### src/rtl/core/lzbd_pkg.sv
// Shared types and constants for the LZ bitstream decompressor.
package lzbd_pkg;

  localparam int unsigned WindowDepthDefault = 65536;

  typedef enum logic [2:0] {
    ST_TAKEN = 3'd0,
    ST_BUSY  = 3'd1,
    ST_BYTE  = 3'd2,
    ST_NEED  = 3'd3,
    ST_DONE  = 3'd4,
    ST_ERROR = 3'd5
  } status_t;

  localparam logic [1:0] REG_MAX_PREFIX  = 2'd0;
  localparam logic [1:0] REG_LONG_OFFSET = 2'd1;
  localparam logic [1:0] REG_OUTPUT_SIZE = 2'd2;

  typedef struct packed {
    logic       mode;
    logic [7:0] in_byte;
    logic       in_last;
  } in_item_t;

  typedef struct packed {
    logic [2:0]  status;
    logic [7:0]  out_byte;
    logic [31:0] out_count;
  } out_item_t;

  // History memory request from the decoder.
  typedef struct packed {
    logic        wr_en;
    logic        rd_en;
    logic [23:0] wr_addr;
    logic [23:0] rd_addr;
    logic [7:0]  wr_data;
  } hist_req_t;

endpackage

### src/rtl/core/lzbd_decoder.sv
// Bit-level token decoder: at most one bit per cycle, copies through the history memory.
module lzbd_decoder #(
  parameter int unsigned WINDOW_DEPTH = lzbd_pkg::WindowDepthDefault
) (
  input  logic                clk,
  input  logic                rst_n,
  input  logic                in_valid,
  output logic                in_stall,
  input  lzbd_pkg::in_item_t  in_data,
  output logic                out_valid,
  input  logic                out_stall,
  output lzbd_pkg::out_item_t out_data,
  input  logic [7:0]          max_prefix_bits,
  input  logic [7:0]          long_offset_bits,
  input  logic [31:0]         output_size,
  output lzbd_pkg::hist_req_t hreq,
  input  logic [7:0]          hist_rd_data
);

  localparam int unsigned AW = $clog2(WINDOW_DEPTH);

  typedef enum logic [2:0] {
    PH_FLAG, PH_PREFIX, PH_LITERAL, PH_LENGTH, PH_OFFSET, PH_COPY
  } phase_t;

  typedef enum logic [1:0] {S_IDLE, S_RUN, S_READ, S_OUT} ctl_t;

  ctl_t              ctl_r;
  phase_t            ph_r;
  logic              mode_r;
  logic [7:0]        pbits_r;
  logic [3:0]        pcnt_r;
  logic              ended_r;
  logic [7:0]        prefix_r;
  logic [31:0]       field_r;
  logic [5:0]        left_r;
  logic [33:0]       copy_r;
  logic [33:0]       back_r;
  logic [31:0]       produced_r;
  logic              err_r;
  lzbd_pkg::out_item_t out_r;
  logic              out_valid_r;

  logic        bit_v;
  logic [33:0] room;
  logic [33:0] copy_len;
  logic [33:0] back_sum;

  assign bit_v     = pbits_r[7];
  assign room      = {2'b0, output_size} - {2'b0, produced_r};
  assign copy_len  = ({2'b0, field_r} | (34'd1 << prefix_r[5:0])) + 34'd1;
  assign back_sum  = {2'b0, field_r} + copy_r;
  assign in_stall  = (ctl_r != S_IDLE) || (out_valid_r && out_stall);
  assign out_valid = out_valid_r;
  assign out_data  = out_r;

  // History accesses: write on emit, read of the copy source.
  always_comb begin
    hreq         = '0;
    hreq.rd_addr = 24'(produced_r - back_r[31:0]);
    hreq.wr_addr = 24'(produced_r);
    if (ctl_r == S_RUN && ph_r == PH_COPY) hreq.rd_en = 1'b1;
    if (ctl_r == S_READ) begin
      hreq.wr_en   = 1'b1;
      hreq.wr_data = hist_rd_data;
    end else if (ctl_r == S_RUN && ph_r == PH_LITERAL && left_r == 6'd0) begin
      hreq.wr_en   = 1'b1;
      hreq.wr_data = field_r[7:0];
    end
  end

  // Control sequencer and decoding state.
  always_ff @(posedge clk) begin
    if (!rst_n) begin
      ctl_r       <= S_IDLE;
      ph_r        <= PH_FLAG;
      pcnt_r      <= '0;
      pbits_r     <= '0;
      ended_r     <= 1'b0;
      prefix_r    <= '0;
      field_r     <= '0;
      left_r      <= '0;
      copy_r      <= '0;
      back_r      <= '0;
      produced_r  <= '0;
      err_r       <= 1'b0;
      out_valid_r <= 1'b0;
      mode_r      <= 1'b0;
    end else begin
      unique case (ctl_r)
        S_IDLE: begin
          if (in_valid && !in_stall) begin
            mode_r <= in_data.mode;
            if (err_r) begin
              out_r <= '{status: lzbd_pkg::ST_ERROR, out_byte: 8'd0, out_count: produced_r};
              out_valid_r <= 1'b1;
            end else if (!in_data.mode) begin
              if (pcnt_r == 4'd0 && !ended_r) begin
                pbits_r <= in_data.in_byte;
                pcnt_r  <= 4'd8;
                ended_r <= in_data.in_last;
                out_r <= '{status: lzbd_pkg::ST_TAKEN, out_byte: 8'd0,
                           out_count: produced_r};
              end else begin
                out_r <= '{status: lzbd_pkg::ST_BUSY, out_byte: 8'd0,
                           out_count: produced_r};
              end
              out_valid_r <= 1'b1;
            end else if (produced_r >= output_size) begin
              out_r <= '{status: lzbd_pkg::ST_DONE, out_byte: 8'd0, out_count: produced_r};
              out_valid_r <= 1'b1;
            end else begin
              out_valid_r <= 1'b0;
              ctl_r <= S_RUN;
            end
          end else if (out_valid_r && !out_stall) begin
            // The receiver took the waiting result.
            out_valid_r <= 1'b0;
          end
        end
        S_RUN: begin
          // One decoding step per cycle.
          case (ph_r)
            PH_COPY: begin
              ctl_r <= S_READ;
            end
            PH_FLAG, PH_PREFIX, PH_LITERAL, PH_LENGTH, PH_OFFSET: begin
              if ((ph_r == PH_PREFIX && prefix_r >= max_prefix_bits) ||
                  ((ph_r == PH_LITERAL || ph_r == PH_LENGTH || ph_r == PH_OFFSET)
                   && left_r == 6'd0)) begin
                // Field complete, no bit consumed.
                if (ph_r == PH_PREFIX) begin
                  if (prefix_r == 8'd0) begin
                    copy_r <= 34'd2; left_r <= 6'd8; field_r <= '0; ph_r <= PH_OFFSET;
                  end else if (prefix_r > 8'd32) begin
                    err_r <= 1'b1; ctl_r <= S_OUT;
                  end else begin
                    field_r <= '0; left_r <= 6'(prefix_r); ph_r <= PH_LENGTH;
                  end
                end else if (ph_r == PH_LITERAL) begin
                  produced_r <= produced_r + 32'd1;
                  out_r <= '{status: lzbd_pkg::ST_BYTE, out_byte: field_r[7:0],
                             out_count: produced_r + 32'd1};
                  out_valid_r <= 1'b1;
                  ph_r  <= PH_FLAG;
                  ctl_r <= S_IDLE;
                end else if (ph_r == PH_LENGTH) begin
                  copy_r <= copy_len;
                  if (long_offset_bits > 8'd32) begin
                    err_r <= 1'b1; ctl_r <= S_OUT;
                  end else begin
                    left_r <= 6'(long_offset_bits); field_r <= '0; ph_r <= PH_OFFSET;
                  end
                end else begin
                  back_r <= back_sum;
                  if (back_sum > {2'b0, produced_r} || back_sum > 34'(WINDOW_DEPTH)) begin
                    err_r <= 1'b1; ctl_r <= S_OUT;
                  end else begin
                    if (copy_r > room) begin
                      copy_r <= room;
                      ph_r   <= (room == 34'd0) ? PH_FLAG : PH_COPY;
                    end else begin
                      ph_r <= (copy_r == 34'd0) ? PH_FLAG : PH_COPY;
                    end
                  end
                end
              end else if (pcnt_r == 4'd0) begin
                if (ended_r) err_r <= 1'b1;
                ctl_r <= S_OUT;
              end else begin
                pbits_r <= {pbits_r[6:0], 1'b0};
                pcnt_r  <= pcnt_r - 4'd1;
                case (ph_r)
                  PH_FLAG: begin
                    if (!bit_v) begin
                      field_r <= '0; left_r <= 6'd8; ph_r <= PH_LITERAL;
                    end else begin
                      prefix_r <= '0; ph_r <= PH_PREFIX;
                    end
                  end
                  PH_PREFIX: begin
                    if (bit_v) prefix_r <= prefix_r + 8'd1;
                    else if (prefix_r == 8'd0) begin
                      copy_r <= 34'd2; left_r <= 6'd8; field_r <= '0; ph_r <= PH_OFFSET;
                    end else if (prefix_r > 8'd32) begin
                      err_r <= 1'b1; ctl_r <= S_OUT;
                    end else begin
                      field_r <= '0; left_r <= 6'(prefix_r); ph_r <= PH_LENGTH;
                    end
                  end
                  default: begin
                    field_r <= {field_r[30:0], bit_v};
                    left_r  <= left_r - 6'd1;
                  end
                endcase
              end
            end
            default: ph_r <= PH_FLAG;
          endcase
        end
        S_READ: begin
          // Memory data is back: emit the copied byte.
          produced_r <= produced_r + 32'd1;
          out_r <= '{status: lzbd_pkg::ST_BYTE, out_byte: hist_rd_data,
                     out_count: produced_r + 32'd1};
          out_valid_r <= 1'b1;
          if (copy_r > 34'd0) begin
            copy_r <= copy_r - 34'd1;
            if (copy_r == 34'd1) ph_r <= PH_FLAG;
          end else begin
            ph_r <= PH_FLAG;
          end
          ctl_r <= S_IDLE;
        end
        S_OUT: begin
          // Stop status: error or need input.
          out_r <= '{status: err_r ? lzbd_pkg::ST_ERROR : lzbd_pkg::ST_NEED,
                     out_byte: 8'd0, out_count: produced_r};
          out_valid_r <= 1'b1;
          ctl_r <= S_IDLE;
        end
        default: ctl_r <= S_IDLE;
      endcase
    end
  end

  logic unused_ok;
  assign unused_ok = mode_r ^ ^hreq.rd_addr[23:AW] ^ ^hreq.wr_addr[23:AW];

endmodule

### config.mk
export PLATFORM = sky130hd
export DESIGN_NAME = lzbd_decoder
export DESIGN_NICKNAME = d
export VERILOG_FILES = /design/src/rtl/core/lzbd_pkg.sv /design/src/rtl/core/lzbd_decoder.sv
export SDC_FILE = /design/constraint.sdc
export NUM_CORES = 1
export LEC_CHECK = 0
export ABC_CLOCK_PERIOD_IN_PS = 9730
export BUFFER_PORTS_ARGS = -buffer_cell sky130_fd_sc_hd__buf_2
export CORE_ASPECT_RATIO = 1.75
export CORE_MARGIN = 1
export CORE_UTILIZATION = 35
export DETAILED_ROUTE_END_ITERATION = 7
export PLACE_DENSITY = 0.53
export SYNTH_ARGS = -nofsm -noshare
export SYNTH_HDL_FRONTEND = slang
export SYNTH_SLANG_ARGS = --single-unit
### constraint.sdc
create_clock -name clk -period 9.73 [get_ports clk]
set_clock_uncertainty 0.05 [all_clocks]
set_input_delay 2.919 -clock clk [delete_from_list [all_inputs] [get_ports clk]]
set_output_delay 2.919 -clock clk [all_outputs]
set_load 0.02 [all_outputs]
==> flow_metrics.env, run 1 <==
export IMPL_status="finished, final reports clean"
export IMPL_synth_distinct_cells=84
export IMPL_area_growth_pct=10.3
export IMPL_grt_usage_pct=29.1
export IMPL_hold_violations=0
export IMPL_end_kind="flop"
export IMPL_syn_inst=2467
export IMPL_power_uw=3680
export IMPL_min_path_cells=2
export IMPL_tightestPinTransition_ps=1230
export IMPL_die_area_um2=53400
export IMPL_rr_worst_depth=22
export IMPL_root_buffer="clkbuf_16"
export IMPL_instances_no_fill=3226
export IMPL_critPathLaunch="output_size[10]"
export IMPL_synth_area_um2=18300
export IMPL_layout_drive_gt1_share_pct=10.7
export IMPL_cp_start_kind="input port"
export IMPL_die_w_um=175
export IMPL_setup_worst_path_class="in2reg"
export IMPL_place_inst=3194
export IMPL_post_cts_buffers=0
export IMPL_die_height_um=305
export IMPL_synth_seq_area_share_pct=24.1
export IMPL_cts_path_max_buffers=2
export IMPL_grt_max_degree=73
export IMPL_clock_fmax_mhz=120
export IMPL_min_from="back_r[3]"
export IMPL_diodes=0
export IMPL_grt_pass1_vias=18500
export IMPL_routed_wl_mm=78.3
export IMPL_ios=173
export IMPL_cts_sinks=199
export IMPL_relSlewSlack_pct=17.8
export IMPL_synthArstFlopShare_pct=0
export IMPL_yosys_area_top_type="dfxtp_1"
export IMPL_yosys_warnings=0
export IMPL_io_buffers=172
export IMPL_peakVddDrop_v=0.000141
export IMPL_syn_nets=2719
export IMPL_first_pass_iters=8
export IMPL_fin_crit_ps=8340
export IMPL_synth_seq_cells=199
export IMPL_drcViolationCount=0
export IMPL_clock_latency_ps=480
export IMPL_yosysMostFrequentCell="nand2_1"
export IMPL_core_area_um2=51600
export IMPL_row_count=110
export IMPL_ctsHoldBuffers=0
export IMPL_p_leak_uw=0.00826
export IMPL_cts_tree="built"
export IMPL_rr_startpoint="copy_r[0]"
export IMPL_dominantRegCellSynth="dfxtp_1"
export IMPL_htreeDepth=4
export IMPL_power_density_nw_per_um2=182
export IMPL_setup_viol=0
export IMPL_rsz0062_at_grt="no"
export IMPL_cts_resized=0
export IMPL_wl_per_cell_um=24.3
export IMPL_hpwlAfterDp_mm=63.1
export IMPL_dr_total_vias=19200
export IMPL_maxCapViolCount=0
export IMPL_gp_congestion=1.02
export IMPL_timing_final_crit_share_pct=85.7
export IMPL_synthTopCellsByArea="dfxtp_1, ha_1, edfxtp_1, nand2_1, nor2_1"
export IMPL_grt_pass1_wl_mm=116
export IMPL_avgViaCountPerCell=5.94
export IMPL_fin_nets=2793
export IMPL_synth_edf_count=43
export IMPL_arrival_ps=8660
export IMPL_grt_overflow=0
export IMPL_numCtsBuffers=17
export IMPL_post_synth_cell_area_avg_um2=7.43
export IMPL_finalMaxSlewViolations=0
export IMPL_cts_clk_slew_worst_paths_ps=80
export IMPL_hp_class="reg2reg"
export IMPL_fin_tns_setup_ps=0
export IMPL_antenna_found_initial=0
export IMPL_ant_nets=0
export IMPL_drt_iter0_drc=1636
export IMPL_yosysTopAreaCellShare_pct=17.0
export IMPL_crit_required_ps=10050
export IMPL_initial_core_util_pct=35.5
export IMPL_cp_max_fo=11
export IMPL_synth_common_cells="nand2_1, nor2_1, a21oi_1"
## path summary, 6_finish.rpt
kind,end,slack [ps]
setup reg to reg,copy_r[0],2510
hold reg to reg,back_r[3],410
hold / removal,back_r[3],410
setup / recovery,ph_r[0],1390
## per-stage QoR
step           instance area, um2  hold slack, ps  utilization [%]  setup slack (ps)
2_1_floorplan               18300             386                -              2000
3_3_place_gp                19600             401             38.0              1340
3_5_place_dp                19600             401             38.0              1080
4_1_cts                     20200             410             39.2              1550
5_1_grt                     20200             435             39.2               863
6_report                    20200             411             39.2              1390
## power breakdown
group          internal [uW]  total (uW)  switching (uW)
combinational            589        1870            1290
sequential               944        1070             123
clock                    365         741             377
## metal layers
layer | vias up | routed length [um] | global-route usage [%] | share of wire [%]
li1 | 9138 | - | - | -
met1 | 9150 | 27800 | 29.4 | 35
met5 | - | 0 | 0 | 0
met3 | 211 | 3090 | 3.32 | 3.9
met4 | 0 | 6500 | 22.3 | 8.3
met2 | 674 | 40900 | 53.7 | 52
## state kept, by name, indices dropped and copies added (netlist names), 2 cells and up
| register | flops |
|---|---|
| ph_r | 3 |
| out_data | 43 |
| back_r | 24 |
| pcnt_r | 4 |
| ctl_r | 2 |
| pbits_r | 8 |
| left_r | 6 |
| produced_r | 32 |
| field_r | 32 |
| copy_r | 34 |
| prefix_r | 8 |
## worst max-delay path, cell delays in order
cell and delay [ps]:
buf_2 100, ha_1 450, and3_1 270, nand2_1 90, a21oi_1 200, o31ai_1 120, a21oi_1 480, a31o_2 300
mux2i_1 80, a2111oi_0 780, ha_1 250, nand4_1 170, nor4_1 370, o21ai_0 180, a31oi_1 240, o21ai_0 320
and4b_1 350, o2111ai_1 120, nor4b_1 460, o21ai_0 160, a41o_1 240
## cells in the final DEF (no fill, tap or decap), types with 37 or more instances in the layout
cell type / instances
nand2_1: 271
a21oi_1: 187
edfxtp_1: 43
xor2_1: 39
a21o_1: 68
nand3_1: 75
dfxtp_1: 156
xnor2_1: 102
and3_1: 40
nor3_1: 66
a31oi_1: 55
o21ai_0: 159
a211oi_1: 37
inv_1: 118
ha_1: 178
nor2_1: 260
nand4_1: 38
buf_2: 172
a22oi_1: 48
## kinds of logic (layout without fill, tap and decap cells)
family | count (synthesis) | count (layout) | share of synthesized area, %
adders and majority gates | 182 | 182 | 12.5
xor gates and xnor gates | 141 | 141 | 6.73
DFF | 199 | 199 | 24.1
AOI/OAI and AO/OA | 739 | 739 | 25.8
and+or+nand+nor | 924 | 924 | 23.9
buffers and inverters | 265 | 352 | 6.00
muxes | 17 | 17 | 0.935
## layout make-up
| cell class | count | area [um2] |
|---|---|---|
| fill | 5451 | 31400 |
| multi-input combinational | 2003 | 12900 |
| sequential | 199 | 4410 |
| timing repair buffer | 201 | 1080 |
| tap | 672 | 841 |
| inverter | 119 | 449 |
| clock buffer | 17 | 425 |
| clock inverter | 15 | 165 |
No activity file was read; power rests on OpenSTA's default activity.
==> inputs of run 2 (changes only) <==
ABC_CLOCK_PERIOD_IN_PS = 9300   (was 9730)
clock period = 9.3 ns   (was 9.73 ns; I/O delays follow)
==> run 2 against run 1 <==
Net effect:
- die area stayed put
- total power up 4.1%
- hold slack worse by 3.6 ps
- clock power is 3.8% higher
- sequential share of layout area is essentially flat
- wire length is 0.52% higher
- non-clock buffer count did not move
==> flow_metrics.env, run 2 (synthesized netlist as in run 1, its figures left out) <==
export IMPL_rr_startpoint="field_r[0]"
export IMPL_cts_sinks=199
export IMPL_setup_viol=0
export IMPL_drt_iter0_drc=1539
export IMPL_cp_start_kind="input port"
export IMPL_cts_tree="built"
export IMPL_rr_worst_depth=22
export IMPL_instances_no_fill=3227
export IMPL_power_uw=3830
export IMPL_die_w_um=175
export IMPL_finalMaxSlewViolations=0
export IMPL_row_count=110
export IMPL_seqCellArea_um2=4410
export IMPL_die_height_um=305
export IMPL_r2r_end="copy_r[32]"
export IMPL_drcViolationCount=0
export IMPL_die_area_um2=53400
export IMPL_grt_pass1_vias=18700
export IMPL_grt_overflow=0
export IMPL_slowest_stage="a2111oi_0"
export IMPL_crit_family="compound AO/OA/AOI/OAI gates"
export IMPL_ios=173
export IMPL_post_cts_buffers=0
export IMPL_ff2ff_setup_slack_ps=2020
export IMPL_num_fill_cells=5531
export IMPL_peakVddDrop_v=0.000169
export IMPL_routed_wl_mm=78.7
export IMPL_layout_common_cells="nand2_1, nor2_1, a21oi_1"
export IMPL_avgViaCountPerCell=5.90
export IMPL_fin_crit_ps=8080
export IMPL_hold_violations=0
export IMPL_path_cells="buf_2, ha_1, a21o_1, a21oi_1, o21ai_0, o31ai_1, a21oi_1, a31o_2, mux2i_1, a2111oi_0, ha_1, nand4_1, nor4_1, o21ai_0, a31oi_1, o21ai_0, and4b_1, o2111ai_1, nor4b_1, o21ai_0, a41o_1"
export IMPL_largest_reg_flops=43
export IMPL_numCtsBuffers=17
export IMPL_root_buffer="clkbuf_16"
export IMPL_wl_per_cell_um=24.4
export IMPL_ctsHoldBuffers=0
export IMPL_mostFrequentLayoutCell="nand2_1"
export IMPL_min_path_cells=2
export IMPL_timing_final_crit_share_pct=86.9
export IMPL_hold_path_end="back_r[3]"
export IMPL_area_growth_pct=10.2
export IMPL_cpMostUsedCell="o21ai_0"
export IMPL_cts_clk_slew_worst_paths_ps=80
export IMPL_dr_total_vias=19000
export IMPL_end_kind="flop"
export IMPL_multiInputGateArea_um2=12900
export IMPL_placed_area_um2=19600
export IMPL_rsz0062_at_grt="no"
export IMPL_arrival_ps=8400
export IMPL_path_buf_inv=1
export IMPL_hp_class="reg2reg"
export IMPL_final_cell_area_um2=20200
export IMPL_maxCapViolCount=0
export IMPL_power_density_nw_per_um2=190
export IMPL_initial_core_util_pct=35.5
export IMPL_cts_path_max_buffers=2
export IMPL_layout_drive_gt1_share_pct=10.7
export IMPL_clock_latency_ps=490
export IMPL_cp_max_fo=6
export IMPL_grt_usage_pct=29.4
export IMPL_cts_resized=0
export IMPL_antenna_found_initial=0
export IMPL_p_leak_uw=0.00826
export IMPL_relSlewSlack_pct=24.7
export IMPL_crit_path_max_incr_delay_ps=700
export IMPL_crit_required_ps=9620
export IMPL_ant_nets=0
export IMPL_io_buffers=172
export IMPL_place_inst=3194
export IMPL_first_pass_iters=5
export IMPL_min_from="back_r[3]"
export IMPL_fin_util_pct=39.2
export IMPL_gp_congestion=1.01
export IMPL_grt_max_degree=72
export IMPL_grt_pass1_wl_mm=117
export IMPL_tightestPinTransition_ps=1130
export IMPL_hpwlAfterDp_mm=63.4
export IMPL_fin_tns_setup_ps=0
export IMPL_htreeDepth=4
export IMPL_core_area_um2=51600
export IMPL_fin_nets=2793
export IMPL_clock_fmax_mhz=124
export IMPL_status="finished, final reports clean"
export IMPL_setup_worst_path_class="in2reg"
## run 2: changes by cell type in the layout (fill, tap and decap cells not counted), sizes merged
cell,delta
bufinv,-1
inv,+2
diode,+1
clkinvlp,-1
## run 2: per-stage QoR
stage / worst slack (ps) / hold WS (ps)
finish: 1220 / 408
global route: 900 / 430
CTS: 1290 / 409
detailed placement: 828 / 399
global placement: 988 / 400
floorplan: 1700 / 386
## run 2: how the worst max path moves through the flow
| stage | start | end | slack (ps) | depth (start not counted) |
|---|---|---|---|---|
| after floorplan | output_size[9] | copy_r[31] | 1700 | 21 |
| after global placement | output_size[6] | ph_r[0] | 990 | 21 |
| after detailed placement | output_size[6] | ph_r[2] | 830 | 21 |
| after global routing | output_size[10] | ph_r[2] | 900 | 21 |
| final | output_size[6] | ph_r[0] | 1220 | 21 |
| after CTS | output_size[6] | ph_r[0] | 1290 | 21 |
## run 2: power by group
| group | switching, uW | leakage, uW | internal (uW) |
|---|---|---|---|
| clock network | 411 | 0.000282 | 359 |
| logic | 1340 | 0.00631 | 610 |
| registers | 128 | 0.00167 | 988 |
## run 2: worst min-delay path: cells and delay by family, from the launching register on
kind	cells	cell delay (ps)
and+or+nand+nor	1	50
DFF	1	310
AOI/OAI and AO/OA	1	50
## run 2: per-layer routing
layer	up-vias	wire (um)	global-route usage, %
li1	9137	-	-
met2	681	40400	53.8
met3	210	3290	3.33
met1	9017	28100	29.7
met4	0	6950	23.6
met5	-	0	0
## run 2: final cells by class
| cell class | count | share of cell area (%) |
|---|---|---|
| multi-input combinational | 2003 | 63.6 |
| sequential | 199 | 21.8 |
| timing repair buffer | 201 | 5.34 |
| tap | 672 | 4.16 |
| inverter | 119 | 2.22 |
| clock buffer | 17 | 2.10 |
| clock inverter | 15 | 0.761 |
| antenna | 1 | 0.0124 |
